===== config.mk =====
export PLATFORM = sky130hd
export DESIGN_NAME = sac_ram
export DESIGN_NICKNAME = d
export VERILOG_FILES = /design/src/rtl/sac_ram.sv
export SDC_FILE = /design/constraint.sdc
export NUM_CORES = 1
export LEC_CHECK = 0
export BUFFER_PORTS_ARGS = -buffer_cell sky130_fd_sc_hd__buf_4
export CORE_ASPECT_RATIO = 0.5
export CORE_MARGIN = 2
export CORE_UTILIZATION = 55
export DETAILED_ROUTE_END_ITERATION = 10
export PLACE_DENSITY_LB_ADDON = 0.1
export SYNTH_ARGS = -nofsm -noshare
export SYNTH_HDL_FRONTEND = slang
export SYNTH_SLANG_ARGS = --single-unit

===== constraint.sdc =====
create_clock -name clk -period 2.1 [get_ports clk]
set_clock_uncertainty 0.15 [all_clocks]
set_input_delay 0.21 -clock clk [delete_from_list [all_inputs] [get_ports clk]]
set_output_delay 0.21 -clock clk [all_outputs]
set_load 0.005 [all_outputs]

===== src/rtl/sac_ram.sv =====
// Generic single-port synchronous RAM with registered read.
module sac_ram #(
	parameter int WIDTH = 8,
	parameter int DEPTH = 16
) (
	input  logic                                      clk,
	input  logic                                      we,
	input  logic [((DEPTH > 1) ? $clog2(DEPTH) : 1)-1:0] addr,
	input  logic [WIDTH-1:0]                          wdata,
	output logic [WIDTH-1:0]                          rdata
);

	logic [WIDTH-1:0] mem_q [DEPTH];

	always_ff @(posedge clk) begin
		if (we) begin
			mem_q[addr] <= wdata;
		end
		rdata <= mem_q[addr];
	end

endmodule


==> out/metrics.cfg, run 1 <==
[placement]
place.gp.congestion=0.835
dp_hpwl_um=6710
portBuffers=21
placed_cells=391
place_ws_ps=119
place_area_sq_mm=0.00558

[power_and_ir_drop]
p_int_mw=5.09
p_sw_share_pct=19.1
pwr-share-clk_pct=46.2
leakagePower_nw=2.14
power_mw=6.29
pwr-share-comb_pct=5.2
seq_power_share_pct=48.7
powerDensity_mw_per_mm2=1010
power.switching_mw=1.20
ir_worst_vdd_v=0.000721

[sta]
hold_ws_ps=228
relSlewSlack_pct=67.9
tns_ps=0
timing.fmax_ghz=0.640
worst_slew_pin_slew_ps=482
post-route-min-period_ps=1560
rsz0062_at_grt=false
hold_viol=0
finalMaxSlewViolations=0
period_share_pct=74.4
finalSetupViolCount=0
layout_setup_ws_ps=537

[clock_network]
htreeDepth=4
cts_root_buf=clkbuf_16
cts_buffers=17
cts.path.max_buffers=2
clk_latency_ps=400
cts_tree=done
ctsResizeCount=0
clk_pin_slew_ps=50
cts.sinks=136

[synth]
synth_nets=244
synth_largest_area_cell=edfxtp_1
yosysTopAreaCellShare_pct=75.9
ys.warnings.count=0
synth_cells=230
synthesis.area_sq_mm=0.00507
synth_cell_types=18
synth-seq-cells=136
avgSynthCellArea_sq_um=22.0
ys_seq_area_share_pct=79.0
synth.area.top_cells=edfxtp_1 76%, mux4_2 14%, dfxtp_1 3.2%

[drt]
drtAntennaViolNets=0
drt_first_pass_iters=5
routed_via_density=5.98
avgRoutedWirePerCell_um=23.7
vias=2571
drtIter0Drc=265
drt_drc_violations_left=0
finalWirelength_um=10200

[setup_path]
crit_family=buffers and inverters
start_kind=input pin
cp_num_buf_inv=2
end_kind=register
cp.required_ps=2230
path_class=input pin to register
cp_max_fo=19
slowest_stage=mux4_2
worstPathCellList=buf_4 > buf_12 > mux4_2 > a22oi_1 > nand2_1
critPathMaxStageDelay_ps=500
cp.arrival_ps=1690

[die]
io_pins=22
core_area_sq_mm=0.00883
die_h_um=71.9
dieArea_sq_mm=0.0100
floorplan.initialDensity_pct=57.4
die_w_um=140
std_cell_rows=24

[final_layout]
fin_area_sq_mm=0.00625
final_nets=315
final_util_pct=70.8
stdcell_count=430
syn_to_final_growth_pct=23.4
num_antenna_cells=0
drive_gt1_share_pct=37.4

[global_route]
antenna_found_initial=0
grt_pass1_vias=2610
grt_max_degree=35
grt_pass1_wl_um=15600
grt-ovfl-total=0
track_usage_pct=22.4

[status]
status=complete, no violations

[run]
timing.max_cap.violations=0

[min_path]
hold_class=input pin to register

[flip-flops by register name, summed over array words and instances (netlist names)]
name / flops
mem_q: 128
rdata: 8
[kinds of logic after synthesis]
group | after synthesis | share of synthesized area [%]
AOI/OAI and AO/OA | 16 | 2.37
buffers and inverters | 11 | 1.19
DFF | 136 | 79.0
muxes | 32 | 14.2
and+or+nand+nor | 35 | 3.21
[per-layer routing]
metal	up-vias	share of wire [%]	track usage, %
met5	-	0	0
met4	0	0.40	7.00
met3	4	7.7	6.22
met2	88	45	31.7
met1	1371	46	34.7
li1	1108	-	-
[power by group through the flow]
stage | Sequential [mW] | Combinational [mW] | Clock (mW)
after floorplan | 3.11 | 0.156 | 0
after global placement | 3.11 | 0.308 | 0
after detailed placement | 3.11 | 0.315 | 0
after CTS | 3.06 | 0.328 | 2.94
after global routing | 3.06 | 0.349 | 3.06
final | 3.06 | 0.325 | 2.90
[worst paths after layout]
path / start / cells past startpoint / to / slack, ps
hold / removal: we / 3 / mem_q[13][4] / 230
setup reg to reg: mem_q[10][4] / 3 / rdata[4] / 540
setup / recovery: addr[0] / 5 / rdata[7] / 540
hold reg to reg: mem_q[14][2] / 3 / rdata[2] / 510
[cell usage after synthesis]
cell / number
nand2_1: 9
or3b_2: 1
clkbuf_1: 2
nor2b_1: 2
dfxtp_1: 8
clkbuf_2: 1
nor2_1: 13
a22oi_1: 16
buf_2: 2
buf_6: 2
nand3_1: 1
nand3b_1: 2
and2_1: 1
nor3_1: 4
mux4_2: 32
nand2b_1: 2
edfxtp_1: 128
buf_1: 4
[layout make-up]
class	count	area, sq um
Clock buffer	24	502
Clock inverter	7	91.3
Tap cell	117	146
Multi-Input combinational cell	83	1000
Timing Repair Buffer	63	505
Sequential cell	136	4000
Fill cell	543	2580
[worst register-to-register path: cells and delay by family, from the launching register on]
| family | cells | cell delay [ps] |
|---|---|---|
| simple gates | 1 | 130 |
| compound gates | 1 | 300 |
| flops | 1 | 370 |
| mux | 1 | 470 |
[timing repair]
action                                 in CTS  in global routing
buffers inserted                            0                  0
endpoints found under the hold margin     128                  0
hold buffers                                8                  0
[cell usage in the layout, fill, tap and decap left out, types with 2 or more instances in the layout]
| cell type | instances |
|---|---|
| a22oi_1 | 16 |
| buf_4 | 54 |
| bufinv_16 | 2 |
| clkbuf_1 | 2 |
| clkbuf_16 | 17 |
| clkbuf_8 | 5 |
| clkinv_2 | 3 |
| dfxtp_1 | 8 |
| dlygate4sd3_1 | 8 |
| edfxtp_1 | 128 |
| mux4_2 | 32 |
| nand2_1 | 9 |
| nand2b_1 | 2 |
| nand3b_1 | 2 |
| nor2_1 | 13 |
| nor2b_1 | 2 |
| nor3_1 | 4 |
(Power assumes the default switching activity.)
==> run 2, diff against run 1 <==
Settings changed: CORE_UTILIZATION 55 to 54.
Clock period 2.1 ns to 1.3 ns, I/O delays scaled along.
==> out/metrics.cfg, run 2 (synthesis gave the netlist of run 1 again) <==
[drt]
drt_first_pass_iters=4  ; -1
avgRoutedWirePerCell_um=24.3  ; +2.3%
drt_drc_violations_left=0  ; unchanged
routed_via_density=5.84  ; -2.3%
drtIter0Drc=274  ; +3.4%
vias=2645  ; +2.9%
drtAntennaViolNets=0  ; unchanged
finalWirelength_um=11000  ; +7.8%

[sta]
period_share_pct=118
timing.fmax_ghz=0.652
rsz0062_at_grt=true
hold_viol=0  ; unchanged
hold_ws_ps=198  ; -30.0 ps
relSlewSlack_pct=55.1  ; -13 points
layout_setup_ws_ps=-233  ; -770 ps
finalSetupViolCount=8  ; +8
finalMaxSlewViolations=0  ; unchanged
worst_slew_pin_slew_ps=672  ; +189 ps
post-route-min-period_ps=1530
tns_ps=-1370  ; -1370 ps

[die]
std_cell_rows=24  ; unchanged
io_pins=22  ; unchanged
floorplan.initialDensity_pct=56.8  ; -0.58 points
dieArea_sq_mm=0.0102  ; +1.8%
die_w_um=141  ; +0.89%
core_area_sq_mm=0.00892  ; +1.0%
die_h_um=72.5  ; +0.87%

[clock_network]
clk_latency_ps=410  ; about the same
cts.sinks=136  ; unchanged
cts_tree=done
htreeDepth=4  ; unchanged
cts_root_buf=clkbuf_16
cts_buffers=17  ; unchanged
cts.path.max_buffers=2  ; unchanged
clk_pin_slew_ps=60  ; about the same
postCtsSetupBuffers=0  ; unchanged

[final_layout]
num_antenna_cells=0  ; unchanged
final_nets=337  ; +7.0%
drive_gt1_share_pct=49.7  ; +12 points
largest_reg_flops=128  ; unchanged
final_cell_mix=128 x edfxtp_1, 62 x buf_4, 32 x mux4_2, 17 x clkbuf_16, 15 x buf_12
n_fill_cell=488  ; -10%
final_util_pct=76.1  ; +5.3 points
reg.largest.list=mem_q x128, rdata x8
stdcell_count=453  ; +5.3%
max_flop_register=mem_q
syn_to_final_growth_pct=34.0
layout_commonest_cell=edfxtp_1
fin_area_sq_mm=0.00679  ; +8.6%

[power_and_ir_drop]
leakagePower_nw=2.32  ; +8.1%
power_mw=10.4  ; +66%
powerDensity_mw_per_mm2=1530  ; +53%
ir_worst_vdd_v=0.00122  ; +70%

[min_path]
hold_class=input pin to register

[placement]
dp_hpwl_um=7000  ; +4.3%
place_area_sq_mm=0.00607  ; +8.8%
portBuffers=21  ; unchanged
place_ws_ps=-425  ; -544 ps
place.gp.congestion=0.839  ; +0.42%
placed_cells=413  ; +5.6%

[setup_path]
start_kind=register
cp.arrival_ps=1670  ; -20 ps
cp_max_fo=1  ; -18
cp.required_ps=1440  ; -790 ps
end_kind=register
path_class=register to register

[global_route]
grt_pass1_wl_um=16700  ; +7.3%
grt_max_degree=22  ; -37%
grt-ovfl-total=0  ; unchanged
grt_pass1_vias=2780  ; +6.5%
track_usage_pct=24.1  ; +1.7 points
antenna_found_initial=0  ; unchanged

[run]
timing.max_cap.violations=0  ; unchanged

[status]
status=finished, violations left
violations=negative setup slack

[run 2: changes by cell type in the layout (fill, tap and decap cells not counted), sizes merged]
cell,delta
buf,+22
bufinv,+1
clkbuf,-4
clkinv,+2
clkinvlp,+1
inv,+1
[run 2: where the power goes]
group	switching, mW	internal (mW)	total, mW
combinational	0.334	0.348	0.682
sequential	0.0336	4.90	4.94
clock	1.74	3.06	4.80
[run 2: routing by layer]
metal / up-vias / GRT usage, % / share of wire, %
li1: 1150 / - / -
met1: 1376 / 34.7 / 40
met2: 110 / 36.5 / 48
met3: 9 / 7.92 / 12
met4: 0 / 6.78 / 0.55
met5: - / 0 / 0
[run 2: timing repair]
| action | in CTS | in global routing |
|---|---|---|
| resized for setup | 7 | 2 |
| pin swaps | 8 | 2 |
| setup endpoints to repair | 8 | 9 |
| endpoints found under the hold margin | 128 | 0 |
| hold buffers | 8 | 0 |
| gates cloned | 0 | 0 |
[run 2: worst max-delay path, cell delays in order (launching register included)]
cell	delay, ps
edfxtp_1	400
mux4_2	510
a22oi_2	260
nand2_1	90
[run 2: final cells by class]
cell class	count	area [sq um]	area share [%]
Clock inverter	12	150	2.21
Timing Repair Buffer	85	846	12.5
Multi-Input combinational cell	83	1200	17.6
Clock buffer	20	447	6.58
Sequential cell	136	4000	59.0
Tap cell	117	146	2.16
[run 2: worst paths after layout]
kind                     start           to  slack [ps]  cells after the start
hold reg to reg   mem_q[14][1]     rdata[1]         520                      3
setup / recovery   mem_q[3][6]     rdata[6]        -230                      3
hold / removal         addr[3]  mem_q[3][4]         200                      4
setup reg to reg   mem_q[3][6]     rdata[6]        -230                      3
